**src/magnetic_dipole_field_defines.svh**
```systemverilog
// Assertion macros shared by the magnetic dipole field block.
// Depends on a clock named clk and an active-low reset named arst_n in the including scope.
`ifndef MAGNETIC_DIPOLE_FIELD_DEFINES_SVH
`define MAGNETIC_DIPOLE_FIELD_DEFINES_SVH

// Same-cycle implication, switched off during reset.
`define MDF_ASSERT(label, ante, cons, msg) \
	label: assert property (@(posedge clk) disable iff (!arst_n) (ante) |-> (cons)) \
		else $error(msg);

// Next-cycle implication, switched off during reset.
`define MDF_ASSERT_NEXT(label, ante, cons, msg) \
	label: assert property (@(posedge clk) disable iff (!arst_n) (ante) |=> (cons)) \
		else $error(msg);

`endif

```
**src/mdf_pkg.sv**
```systemverilog
// Shared types, constants and helper functions of the magnetic dipole field block.
// No dependencies; used by every module of the block.
package mdf_pkg;

	localparam int COORD_BITS_DEF = 20;
	localparam int MOM_W          = 16;
	localparam int GAIN_W         = 63;
	localparam int OUT_W          = 32;
	localparam int Q_BITS         = 33;
	localparam int K_SHIFT        = 28;
	localparam int MUL_DIG        = 16;
	localparam int LANES          = 3;
	localparam int CFG_IDX_W      = 3;
	localparam int CFG_DATA_W     = 64;
	localparam logic [MOM_W-1:0] MOMENT_Z_RST = 16'd16384;

	typedef enum logic [CFG_IDX_W-1:0] {
		REG_MAGNET_X   = 3'd0,
		REG_MAGNET_Y   = 3'd1,
		REG_MAGNET_Z   = 3'd2,
		REG_MOMENT_X   = 3'd3,
		REG_MOMENT_Y   = 3'd4,
		REG_MOMENT_Z   = 3'd5,
		REG_FIELD_GAIN = 3'd6
	} reg_idx_t;

	typedef enum logic [1:0] {
		ST_OK        = 2'd0,
		ST_AT_MAGNET = 2'd1,
		ST_SAT       = 2'd2
	} status_t;

	typedef struct packed {
		logic zero;
		logic neg;
	} lane_side_t;

	// Number of digit stages a multiplier needs for a multiplicand of bw bits.
	function automatic int mul_stages(input int bw);
		return (bw + MUL_DIG - 1) / MUL_DIG;
	endfunction

endpackage

```
**src/mdf_mul.sv**
```systemverilog
// Pipelined unsigned multiplier, one 16-bit digit of b per stage, with a sideband.
// Depends on mdf_pkg.
module mdf_mul #(
	parameter int AW = 16,
	parameter int BW = 16,
	parameter int PW = 1,
	parameter int NS = 1
) (
	input  logic                 clk,
	input  logic                 arst_n,
	input  logic                 en,
	input  logic                 vld_i,
	input  logic [AW-1:0]        a,
	input  logic [BW-1:0]        b,
	input  logic [PW-1:0]        side_i,
	output logic                 vld_o,
	output logic [AW+BW-1:0]     p,
	output logic [PW-1:0]        side_o
);

	localparam int DIG = mdf_pkg::MUL_DIG;
	localparam int BPW = NS * DIG;
	localparam int PRW = AW + BW;

	logic [NS-1:0]  vld_s;
	logic [AW-1:0]  a_s    [NS];
	logic [BPW-1:0] b_s    [NS];
	logic [PRW-1:0] acc_s  [NS];
	logic [PW-1:0]  side_s [NS];

	for (genvar j = 0; j < NS; j++) begin : g_stg
		logic           v_in;
		logic [AW-1:0]  a_in;
		logic [BPW-1:0] b_in;
		logic [PRW-1:0] acc_in;
		logic [PW-1:0]  sd_in;
		logic [AW+DIG-1:0] pp;

		if (j == 0) begin : g_first
			assign v_in   = vld_i;
			assign a_in   = a;
			assign b_in   = BPW'(b);
			assign acc_in = '0;
			assign sd_in  = side_i;
		end else begin : g_next
			assign v_in   = vld_s[j-1];
			assign a_in   = a_s[j-1];
			assign b_in   = b_s[j-1];
			assign acc_in = acc_s[j-1];
			assign sd_in  = side_s[j-1];
		end

		assign pp = (AW+DIG)'(a_in) * (AW+DIG)'(b_in[DIG*j +: DIG]);

		always_ff @(posedge clk or negedge arst_n) begin
			if (!arst_n) begin
				vld_s[j] <= 1'b0;
			end else if (en) begin
				vld_s[j] <= v_in;
			end
		end

		always_ff @(posedge clk) begin
			if (en) begin
				a_s[j]    <= a_in;
				b_s[j]    <= b_in;
				acc_s[j]  <= acc_in + (PRW'(pp) << (DIG * j));
				side_s[j] <= sd_in;
			end
		end
	end

	assign vld_o  = vld_s[NS-1];
	assign p      = acc_s[NS-1];
	assign side_o = side_s[NS-1];

endmodule

```
**config.mk**
```make
export PLATFORM = sky130hd
export DESIGN_NAME = mdf_mul
export DESIGN_NICKNAME = d
export VERILOG_FILES = /design/src/magnetic_dipole_field_defines.svh /design/src/mdf_pkg.sv /design/src/mdf_mul.sv
export SDC_FILE = /design/constraint.sdc
export NUM_CORES = 1
export LEC_CHECK = 0
export ABC_AREA = 0
export BUFFER_PORTS_ARGS = -buffer_cell sky130_fd_sc_hd__buf_2
export CAP_MARGIN = 20
export CORE_ASPECT_RATIO = 0.8
export CORE_MARGIN = 3
export CORE_UTILIZATION = 44
export DETAILED_ROUTE_END_ITERATION = 8
export SETUP_SLACK_MARGIN = 0.5
export SYNTH_ARGS = -nofsm -noshare
export SYNTH_HDL_FRONTEND = slang
export SYNTH_SLANG_ARGS = --single-unit
```
**constraint.sdc**
```tcl
create_clock -name clk -period 1 [get_ports clk]
set_input_delay 0.2 -clock clk [delete_from_list [all_inputs] [get_ports clk]]
set_output_delay 0.2 -clock clk [all_outputs]
set_load 0.005 [all_outputs]
```
Yosys cells after proc, flatten, opt, wreduce, memory -nomap -nowiden
Memories as Yosys holds them, arrays and structs flattened.
Index checks and enable logic that the tools add are counted.
Word-level totals
  register bits after elaboration: 1
  bits in latches: 0
  bits in writable memories: 33
  ROM bits: 0
  output and inout port bits: 34
  memories: 2
Memory list
  acc_s: words 1, width 32, read ports 1, clocked after Yosys merged registers in 0, write ports 1, RTL line mdf_mul.sv:28  | logic [PRW-1:0] acc_s [NS];
  side_s: words 1, width 1, read ports 1, clocked after Yosys merged registers in 0, write ports 1, RTL line mdf_mul.sv:29  | logic [PW-1:0] side_s [NS];
Cells by class
  $add $sub $neg: 0
  multiply operators: 1
  div/mod/pow operators: 0
  $lt $le $gt $ge: 0
  eq/ne operators: 0
  shift-type cells: 0
  multiplexer cells: 2
  bitwise logic cells: 0
  reduce and logical (&&, ||, !) cells: 0
Operator list (count)
  multiplier 16 x 16 -> 32 bit: 1
  two-way mux 1 bit: 2

Depth between registers and ports, before layout
Gate-level depths: netlist (run 1).
  depth in word-level cells: 2
  gate-level depth with buffers: 21

Least setup slack after synthesis (run 1)
No wires, ideal clock.
  path kind: in2reg
  from: input port b[7]
  to: memory acc_s[0][25] in the netlist's numbering (data pin)
  arrival: 5.237 ns
  data required time: 0.735 ns
  slack: -4.502 ns
  stages: 21
  buffers on the path: 2
  cell sequence: clkbuf_1 > nand2_1 > fa_1 > inv_1 > fa_1 > inv_1 > fa_1 > inv_1 > fa_1 > fa_1 > inv_1 > fa_1 > inv_1 > ha_1 > buf_2 > a211o_1 > o211ai_1 > o311ai_1 > o31ai_2 > o21ai_0 > xor2_1
On the way
  word-level cells in the longest chain between the ends: 1
RTL lines
  start, declared: RTL line mdf_mul.sv:14  | input logic [BW-1:0] b,
  multiplier 16 x 16 -> 32 bit: RTL line mdf_mul.sv:53  | assign pp = (AW+DIG)'(a_in) * (AW+DIG)'(b_in[DIG*j +: DIG]);
  via g_stg[0].pp[25]: RTL line mdf_mul.sv:37  | logic [AW+DIG-1:0] pp;
  end, declared: RTL line mdf_mul.sv:28
The timed path passes the listed nets, and every way through them passes these cells.

Final worst setup path (run 1)
  from: input port a[10]
  to: memory acc_s[0][30] in the netlist's numbering (data pin)
On the way
  word-level cells in the longest chain between the ends: 1
RTL lines
  start, declared: RTL line mdf_mul.sv:13  | input logic [AW-1:0] a,
  multiplier 16 x 16 -> 32 bit: RTL line mdf_mul.sv:53
  via g_stg[0].pp[30]: RTL line mdf_mul.sv:37
The timed path passes the listed nets, and every way through them passes these cells.

==> results of run 1 <==
==> worst paths after layout <==
| path | start | to | cells after the start |
|---|---|---|---|
| max in group asynchronous | arst_n | vld_o$_DFFE_PN0P_ | 2 |
| setup reg to reg | vld_o$_DFFE_PN0P_ | vld_o$_DFFE_PN0P_ | 2 |
| hold reg to reg | vld_o$_DFFE_PN0P_ | vld_o$_DFFE_PN0P_ | 2 |
| setup / recovery | a[10] | acc_s[0][30]$_DFFE_PP_ | 20 |
| hold / removal | side_i | side_s[0]$_DFFE_PP_ | 1 |
| min in group asynchronous | arst_n | vld_o$_DFFE_PN0P_ | 2 |
==> logic make-up after synthesis <==
kind of cell	share of synthesized area
and+or+nand+nor	0.169
adders and majority gates	0.531
muxes	0.00218
buffers and inverters	0.104
DFF	0.104
xor gates and xnor gates	0.0242
AOI/OAI and AO/OA	0.0656
==> area by class of cell <==
class / count / share of cell area
Tap cell: 300 / 0.0270
Clock buffer: 6 / 0.00926
Inverter: 221 / 0.0596
Sequential cell: 34 / 0.0730
Timing Repair Buffer: 289 / 0.199
Multi-Input combinational cell: 749 / 0.630
Clock inverter: 2 / 0.00270
==> Yosys cell counts (10+ instances only) <==
| library cell | instances | share of area |
|---|---|---|
| sky130_fd_sc_hd__a21oi_1 | 31 | 0.016 |
| sky130_fd_sc_hd__inv_1 | 221 | 0.085 |
| sky130_fd_sc_hd__xnor2_1 | 17 | 0.015 |
| sky130_fd_sc_hd__o21ai_0 | 12 | 0.0062 |
| sky130_fd_sc_hd__a21o_1 | 16 | 0.012 |
| sky130_fd_sc_hd__and2_1 | 125 | 0.080 |
| sky130_fd_sc_hd__clkbuf_1 | 40 | 0.015 |
| sky130_fd_sc_hd__nor2_1 | 13 | 0.0050 |
| sky130_fd_sc_hd__xor2_1 | 10 | 0.0090 |
| sky130_fd_sc_hd__nand2_1 | 159 | 0.061 |
| sky130_fd_sc_hd__edfxtp_1 | 33 | 0.10 |
| sky130_fd_sc_hd__ha_1 | 104 | 0.13 |
| sky130_fd_sc_hd__fa_1 | 194 | 0.40 |
==> timing repair <==
action,in CTS,in global routing
gates cloned,3,3
pin swaps,98,50
setup endpoints to repair,100,70
hold endpoints to repair,1,0
hold buffers,1,0
resized for setup,258,88
setup buffers,33,17
==> stage by stage <==
stage	utilization	area [um^2]	setup TNS, ns	hold WS (ns)
after global routing	0.642	13900	-106.24	0.0928
final	0.642	13900	-101.99	0.101
after detailed placement	0.549	11900	-117.80	-0.0246
after CTS	0.617	13400	-102.18	0.0934
after global placement	0.549	11900	-117.66	-0.0258
after floorplan	-	10400	-102.59	-0.0956
==> placed cells by master, fill, tap and decap left out, types with 31 or more instances in the layout <==
cell                       synthesis  routed
sky130_fd_sc_hd__ha_4              0      31
sky130_fd_sc_hd__ha_1            104      69
sky130_fd_sc_hd__nand2_1         159     138
sky130_fd_sc_hd__buf_6             1      60
sky130_fd_sc_hd__inv_1           221     185
sky130_fd_sc_hd__inv_2             0      36
sky130_fd_sc_hd__buf_4             0     148
sky130_fd_sc_hd__and2_4            0      40
sky130_fd_sc_hd__and2_1          125      85
sky130_fd_sc_hd__edfxtp_1         33      33
sky130_fd_sc_hd__buf_2             4      41
sky130_fd_sc_hd__fa_1            194     178
==> worst register-to-register path, stage by stage (launching register included) <==
cell and delay [ns]:
sky130_fd_sc_hd__dfrtp_1 0.39, sky130_fd_sc_hd__buf_6 0.12, sky130_fd_sc_hd__mux2_4 0.25
==> sequential cells by signal, summed over array words and instances, names as in the netlist <==
signal,flops
vld_o,1
side_s,1
acc_s,32
==> layer usage <==
layer	up-vias	global-route usage	routed length (um)
li1	3714	-	-
met1	3973	0.316	12000
met2	155	0.366	12700
met3	27	0.0296	1100
met4	0	0.0256	299
met5	-	0	0
==> impl_results.html, run 1 <==
<table>
<tr><th>Metric</th><th>Value</th></tr>
<tr><th colspan="2">Timing</th></tr>
<tr><td>Hold violation count in the final report</td><td>0</td></tr>
<tr><td>Crit path setup slack, layout</td><td>-4.07 ns</td></tr>
<tr><td>Actual slew at the worst max-slew pin</td><td>0.384 ns</td></tr>
<tr><td>Number of pins with negative max-slew slack in the final report</td><td>0</td></tr>
<tr><td>Tightest slew margin relative to the limit</td><td>0.741</td></tr>
<tr><td>Final clock period utilization by the worst path</td><td>5.07</td></tr>
<tr><td>RSZ-0062 raised after global routing</td><td>yes</td></tr>
<tr><td>Upper clock frequency limit</td><td>197 MHz</td></tr>
<tr><td>Worst-case clock skew</td><td>0 ns</td></tr>
<tr><td>Setup-failing EPs final</td><td>36</td></tr>
<tr><td>Period minus WS final</td><td>5.07 ns</td></tr>
<tr><th colspan="2">Layout</th></tr>
<tr><td>Count of nets after finishing</td><td>1635</td></tr>
<tr><td>Synthesis-to-finish area growth</td><td>42.6%</td></tr>
<tr><td>Total of fill cells in the finished design</td><td>1732</td></tr>
<tr><td>Count of non-filler cells in the finished layout</td><td>1601</td></tr>
<tr><td>Fraction of layout instances using a drive strength above 1</td><td>0.384</td></tr>
<tr><td>Number of diodes</td><td>0</td></tr>
<tr><td>Area taken by flip-flops and latches</td><td>0.00102 mm^2</td></tr>
<tr><td>Combined area of the multi-input logic cells</td><td>0.00876 mm^2</td></tr>
<tr><th colspan="2">CTS</th></tr>
<tr><td>Clk_lat worst skew</td><td>0.28 ns</td></tr>
<tr><td>Max Root-Sink Buffers</td><td>2</td></tr>
<tr><td>Number of levels in the clock H-tree</td><td>2</td></tr>
<tr><td>Clock slew at reported path FFs</td><td>0.06 ns</td></tr>
<tr><td>Clock tree from TritonCTS</td><td>done</td></tr>
<tr><td>Clock sink total</td><td>34</td></tr>
<tr><td>Total clock buffers created by CTS</td><td>5</td></tr>
<tr><td>Library cell used as clock root buffer</td><td>sky130_fd_sc_hd__clkbuf_16</td></tr>
<tr><th colspan="2">Die</th></tr>
<tr><td>Floorplan die height</td><td>139 um</td></tr>
<tr><td>Total number of placement rows</td><td>48</td></tr>
<tr><td>I/O pin total</td><td>71</td></tr>
<tr><td>Effective utilization at floorplan</td><td>0.450</td></tr>
<tr><td>Overall die area</td><td>0.0240 mm^2</td></tr>
<tr><td>Die Wd</td><td>173 um</td></tr>
<tr><td>Std-Cell Core Area</td><td>0.0217 mm^2</td></tr>
<tr><th colspan="2">Global route</th></tr>
<tr><td>Vias in the first global route</td><td>8215</td></tr>
<tr><td>Total overflow reported by the global router</td><td>0</td></tr>
<tr><td>Largest net degree at the start of global routing</td><td>15</td></tr>
<tr><td>GRT Util Overall</td><td>0.219</td></tr>
<tr><td>Antenna violations before repair</td><td>0</td></tr>
<tr><td>Wire length of the first global-routing pass</td><td>42.6 mm</td></tr>
<tr><th colspan="2">Synth</th></tr>
<tr><td>Top flip-flop cell by instance count after synthesis</td><td>sky130_fd_sc_hd__edfxtp_1</td></tr>
<tr><td>Number of nets produced by synthesis</td><td>1384</td></tr>
<tr><td>Number of warnings reported in the yosys synthesis log</td><td>0</td></tr>
<tr><td>Mapped Area</td><td>0.00976 mm^2</td></tr>
<tr><td>Share of synthesized area occupied by flip-flops and latches</td><td>0.104</td></tr>
<tr><td>Number of enable flip-flop cells after synthesis</td><td>33</td></tr>
<tr><td>Async S/R FF share, synth</td><td>0.0294</td></tr>
<tr><td>Synthesized flop and latch total</td><td>34</td></tr>
<tr><td>Avg Cell Area, Syn</td><td>9.30 um^2</td></tr>
<tr><td>Synth unique cells</td><td>54</td></tr>
<tr><td>Synthesized netlist cell count</td><td>1049</td></tr>
<tr><th colspan="2">Worst setup path</th></tr>
<tr><td>Cell type with the highest occurrence count on the critical path</td><td>sky130_fd_sc_hd__fa_1</td></tr>
<tr><td>Crit path DAT</td><td>5.11 ns</td></tr>
<tr><td>FF-to-FF setup slack</td><td>0.13 ns</td></tr>
<tr><td>Required time at the endpoint of the critical path</td><td>1.04 ns</td></tr>
<tr><td>Worst Path Class, Setup</td><td>in -&gt; reg</td></tr>
<tr><td>Highest cell delay on the worst timing path</td><td>0.56 ns</td></tr>
<tr><td>Capturing element type of the critical path</td><td>register</td></tr>
<tr><td>Max Fanout on Critical Path</td><td>6</td></tr>
<tr><td>Buf/Inv on CP</td><td>6</td></tr>
<tr><td>Sort of element at the start of the critical path</td><td>primary input</td></tr>
<tr><td>Critical-path cell list</td><td>buf_12, buf_8, and2_4, fa_1, inv_1, fa_2, inv_2, fa_1, fa_2, fa_1, inv_1, fa_1, inv_2, ha_4, nand4_1, nor4_2, and2_1, o2bb2ai_2, or4b_1, o211a_1</td></tr>
<tr><td>Cell with the largest stage delay on the worst path</td><td>sky130_fd_sc_hd__fa_1</td></tr>
<tr><td>Crit-path leading delay family</td><td>adder cells</td></tr>
<tr><th colspan="2">Placed design</th></tr>
<tr><td>HPWL after detailed placement</td><td>20.9 mm</td></tr>
<tr><td>Worst setup slack before clock tree synthesis</td><td>-4.63 ns</td></tr>
<tr><td>Gp weighted congestion</td><td>0.869</td></tr>
<tr><td>Cells after DPL</td><td>1536</td></tr>
<tr><td>Count of buffers inserted at the top-level ports</td><td>70</td></tr>
<tr><th colspan="2">Routing</th></tr>
<tr><td>Total via count in the routed design</td><td>7869</td></tr>
<tr><td>Total Routed Length</td><td>26.1 mm</td></tr>
<tr><td>Number of DRC markers after the initial detailed-route iteration</td><td>357</td></tr>
<tr><td>Post-route DRC violation count</td><td>0</td></tr>
<tr><td>Count of TritonRoute iterations in the first routing pass</td><td>4</td></tr>
<tr><td>Via density per instance</td><td>4.92</td></tr>
<tr><td>Routed length per placed instance</td><td>16.3 um</td></tr>
<tr><td>Antenna-violating nets left</td><td>0</td></tr>
<tr><th colspan="2">Status</th></tr>
<tr><td>Status</td><td>finished with violations</td></tr>
<tr><td>Violated checks</td><td>negative setup slack</td></tr>
<tr><th colspan="2">Run</th></tr>
<tr><td>Count of maximum capacitance violations</td><td>0</td></tr>
<tr><th colspan="2">Min path</th></tr>
<tr><td>Hold WC Path Type</td><td>in -&gt; reg</td></tr>
</table>
Power of run 1 is left out: the tool's default activity adds up to more than one toggle a clock period on the data nets, which glitch-free logic cannot reach.
==> run 2: changes to the inputs <==
--- a/config.mk
+++ b/config.mk
@@ -13,6 +13,7 @@
 export CORE_UTILIZATION = 44
 export DETAILED_ROUTE_END_ITERATION = 8
 export SETUP_SLACK_MARGIN = 0.5
+export SKIP_CTS_REPAIR_TIMING = 1
 export SYNTH_ARGS = -nofsm -noshare
 export SYNTH_HDL_FRONTEND = slang
 export SYNTH_SLANG_ARGS = --single-unit
==> run 2 against run 1 <==
  * The flow still finishes with violations (negative setup slack)
  * Worst setup slack worse by 0.029 ns
  * Via count down 1.1%
  * Routed wire length down 3.8%
  * Sequential share of layout area up 0.23 points
  * Die area unchanged
  * Register-to-register slack about the same
  * Clock skew unchanged
  * Sequential cell count unchanged
  * Critical path type unchanged
==> impl_results.html, run 2 (same netlist as run 1, synthesis figures left out) <==
<table>
<tr><th>Metric</th><th>Value</th></tr>
<tr><th colspan="2">Status</th></tr>
<tr><td>Status</td><td>finished with violations (unchanged)</td></tr>
<tr><td>Violated checks</td><td>negative setup slack (unchanged)</td></tr>
<tr><th colspan="2">CTS</th></tr>
<tr><td>Clk_lat worst skew</td><td>0.28 ns (about the same)</td></tr>
<tr><td>Clock slew at reported path FFs</td><td>0.06 ns (about the same)</td></tr>
<tr><td>Library cell used as clock root buffer</td><td>sky130_fd_sc_hd__clkbuf_16 (unchanged)</td></tr>
<tr><td>Clock tree from TritonCTS</td><td>done (unchanged)</td></tr>
<tr><td>Max Root-Sink Buffers</td><td>2 (unchanged)</td></tr>
<tr><td>Number of levels in the clock H-tree</td><td>2 (unchanged)</td></tr>
<tr><td>Total clock buffers created by CTS</td><td>5 (unchanged)</td></tr>
<tr><td>Clock sink total</td><td>34 (unchanged)</td></tr>
<tr><th colspan="2">Timing</th></tr>
<tr><td>Final clock period utilization by the worst path</td><td>5.10 (was 5.07)</td></tr>
<tr><td>Number of pins with negative max-slew slack in the final report</td><td>0 (unchanged)</td></tr>
<tr><td>Period minus WS final</td><td>5.10 ns (was 5.07 ns)</td></tr>
<tr><td>Worst-case clock skew</td><td>0 ns (unchanged)</td></tr>
<tr><td>Upper clock frequency limit</td><td>196 MHz (was 197 MHz)</td></tr>
<tr><td>Crit path setup slack, layout</td><td>-4.10 ns (was -4.07 ns)</td></tr>
<tr><td>Hold violation count in the final report</td><td>0 (unchanged)</td></tr>
<tr><td>Actual slew at the worst max-slew pin</td><td>0.386 ns (was 0.384 ns)</td></tr>
<tr><td>Tightest slew margin relative to the limit</td><td>0.739 (was 0.741)</td></tr>
<tr><td>Setup-failing EPs final</td><td>36 (unchanged)</td></tr>
<tr><td>RSZ-0062 raised after global routing</td><td>yes (unchanged)</td></tr>
<tr><th colspan="2">Placed design</th></tr>
<tr><td>Gp weighted congestion</td><td>0.869 (unchanged)</td></tr>
<tr><td>Cells after DPL</td><td>1536 (unchanged)</td></tr>
<tr><td>HPWL after detailed placement</td><td>20.9 mm (unchanged)</td></tr>
<tr><td>Placement Cell Area</td><td>0.0119 mm^2 (unchanged)</td></tr>
<tr><td>Worst setup slack before clock tree synthesis</td><td>-4.63 ns (unchanged)</td></tr>
<tr><td>Count of buffers inserted at the top-level ports</td><td>70 (unchanged)</td></tr>
<tr><th colspan="2">Die</th></tr>
<tr><td>Std-Cell Core Area</td><td>0.0217 mm^2 (unchanged)</td></tr>
<tr><td>Die Wd</td><td>173 um (unchanged)</td></tr>
<tr><td>Floorplan die height</td><td>139 um (unchanged)</td></tr>
<tr><td>Effective utilization at floorplan</td><td>0.450 (unchanged)</td></tr>
<tr><td>I/O pin total</td><td>71 (unchanged)</td></tr>
<tr><td>Overall die area</td><td>0.0240 mm^2 (unchanged)</td></tr>
<tr><td>Total number of placement rows</td><td>48 (unchanged)</td></tr>
<tr><th colspan="2">Routing</th></tr>
<tr><td>Number of DRC markers after the initial detailed-route iteration</td><td>335 (was 357)</td></tr>
<tr><td>Routed length per placed instance</td><td>16.0 um (was 16.3 um)</td></tr>
<tr><td>Count of TritonRoute iterations in the first routing pass</td><td>4 (unchanged)</td></tr>
<tr><td>Via density per instance</td><td>4.94 (was 4.92)</td></tr>
<tr><td>Total via count in the routed design</td><td>7779 (was 7869)</td></tr>
<tr><td>Total Routed Length</td><td>25.1 mm (was 26.1 mm)</td></tr>
<tr><td>Post-route DRC violation count</td><td>0 (unchanged)</td></tr>
<tr><td>Antenna-violating nets left</td><td>0 (unchanged)</td></tr>
<tr><th colspan="2">Worst setup path</th></tr>
<tr><td>Max Fanout on Critical Path</td><td>14 (was 6)</td></tr>
<tr><td>Worst Path Class, Setup</td><td>in -&gt; reg (unchanged)</td></tr>
<tr><td>Required time at the endpoint of the critical path</td><td>1.03 ns (was 1.04 ns)</td></tr>
<tr><td>Capturing element type of the critical path</td><td>register (unchanged)</td></tr>
<tr><td>Crit path DAT</td><td>5.14 ns (was 5.11 ns)</td></tr>
<tr><td>Cell with the largest stage delay on the worst path</td><td>sky130_fd_sc_hd__fa_1 (unchanged)</td></tr>
<tr><td>Highest cell delay on the worst timing path</td><td>0.54 ns (was 0.56 ns)</td></tr>
<tr><td>Critical-path cell list</td><td>buf_12, buf_6, and2_4, fa_1, inv_2, fa_1, inv_2, fa_1, fa_2, fa_1, inv_2, fa_2, inv_2, ha_4, and3_1, or3_4, o31ai_4, o21ai_1, xor2_1 (was buf_12, buf_8, and2_4, fa_1, inv_1, fa_2, inv_2, fa_1, fa_2, fa_1, inv_1, fa_1, inv_2, ha_4, nand4_1, nor4_2, and2_1, o2bb2ai_2, or4b_1, o211a_1)</td></tr>
<tr><td>Sort of element at the start of the critical path</td><td>primary input (unchanged)</td></tr>
<tr><th colspan="2">Layout</th></tr>
<tr><td>Largest register by flop count</td><td>acc_s (unchanged)</td></tr>
<tr><td>Largest register FFs</td><td>32 (unchanged)</td></tr>
<tr><td>Final core utilization</td><td>0.622 (was 0.642)</td></tr>
<tr><td>Leading cell types in the layout, fill and taps excluded</td><td>sky130_fd_sc_hd__inv_1, sky130_fd_sc_hd__fa_1, sky130_fd_sc_hd__nand2_1, sky130_fd_sc_hd__buf_4, sky130_fd_sc_hd__and2_1 (was sky130_fd_sc_hd__inv_1, sky130_fd_sc_hd__fa_1, sky130_fd_sc_hd__buf_4, sky130_fd_sc_hd__nand2_1, sky130_fd_sc_hd__and2_1)</td></tr>
<tr><td>Combined area of the multi-input logic cells</td><td>0.00870 mm^2 (was 0.00876 mm^2)</td></tr>
<tr><td>Synthesis-to-finish area growth</td><td>38.3% (was 42.6%)</td></tr>
<tr><td>Total of fill cells in the finished design</td><td>1789 (was 1732)</td></tr>
<tr><td>Final non-filler cell area</td><td>0.0135 mm^2 (was 0.0139 mm^2)</td></tr>
<tr><td>Commonest non-fill, non-tap cell in the layout</td><td>sky130_fd_sc_hd__inv_1 (unchanged)</td></tr>
<tr><td>Count of non-filler cells in the finished layout</td><td>1575 (was 1601)</td></tr>
<tr><td>Count of nets after finishing</td><td>1609 (was 1635)</td></tr>
<tr><td>Area taken by flip-flops and latches</td><td>0.00102 mm^2 (unchanged)</td></tr>
<tr><td>Number of diodes</td><td>0 (unchanged)</td></tr>
<tr><td>Fraction of layout instances using a drive strength above 1</td><td>0.358 (was 0.384)</td></tr>
<tr><th colspan="2">Global route</th></tr>
<tr><td>Largest net degree at the start of global routing</td><td>20 (was 15)</td></tr>
<tr><td>Vias in the first global route</td><td>7838 (was 8215)</td></tr>
<tr><td>GRT Util Overall</td><td>0.204 (was 0.219)</td></tr>
<tr><td>Wire length of the first global-routing pass</td><td>40.0 mm (was 42.6 mm)</td></tr>
<tr><td>Total overflow reported by the global router</td><td>0 (unchanged)</td></tr>
<tr><td>Antenna violations before repair</td><td>0 (unchanged)</td></tr>
<tr><th colspan="2">Run</th></tr>
<tr><td>Count of maximum capacitance violations</td><td>0 (unchanged)</td></tr>
<tr><th colspan="2">Min path</th></tr>
<tr><td>Hold WC Path Type</td><td>in -&gt; reg (unchanged)</td></tr>
</table>
[run 2: cell count changes in the layout (fill, tap and decap cells not counted), sizes merged]
cell	change
buf	-28
clkbuf	+2
[run 2: layer usage]
layer  vias to the layer above  wire length (um)  track usage  share of wire
li1                       3669                 -            -              -
met2                       153             12200        0.334           0.49
met4                         0               197       0.0247         0.0078
met1                      3937             11600        0.301           0.46
met3                        20              1090       0.0255          0.043
met5                         -                 0            0              0
[run 2: final cells by class]
type | instances | area share
Clock buffer | 6 | 0.00955
Clock inverter | 2 | 0.00278
Inverter | 221 | 0.0615
Multi-Input combinational cell | 749 | 0.645
Sequential cell | 34 | 0.0753
Tap cell | 300 | 0.0278
Timing Repair Buffer | 263 | 0.178
[run 2: worst max-delay path, delay by kind of cell]
family | cells | cell delay [ns]
fa+ha+maj | 7 | 3.30
simple gates | 3 | 0.64
compound gates | 2 | 0.42
buf+inv | 6 | 0.41
xor+xnor | 1 | 0.15
[run 2: path summary, 6_finish.rpt]
check	start	endpoint	slack, ns	cells after the start
worst max-delay path	b[5]	acc_s[0][25]$_DFFE_PP_	-4.10	19
worst min-delay path	side_i	side_s[0]$_DFFE_PP_	0.1	1
worst max register to register	vld_o$_DFFE_PN0P_	vld_o$_DFFE_PN0P_	0.14	2
worst min register to register	vld_o$_DFFE_PN0P_	vld_o$_DFFE_PN0P_	0.59	2
max in group asynchronous	arst_n	vld_o$_DFFE_PN0P_	0.68	2
min in group asynchronous	arst_n	vld_o$_DFFE_PN0P_	0.24	2
[run 2: per-stage QoR]
step | hold slack (ns) | TNS [ns]
final | 0.0993 | -102.03
after global routing | 0.0934 | -106.08
after CTS | -0.323 | -109.37
after detailed placement | -0.0246 | -117.80
after global placement | -0.0258 | -117.66
after floorplan | -0.0956 | -102.59
Power of run 2 is left out for the same reason.
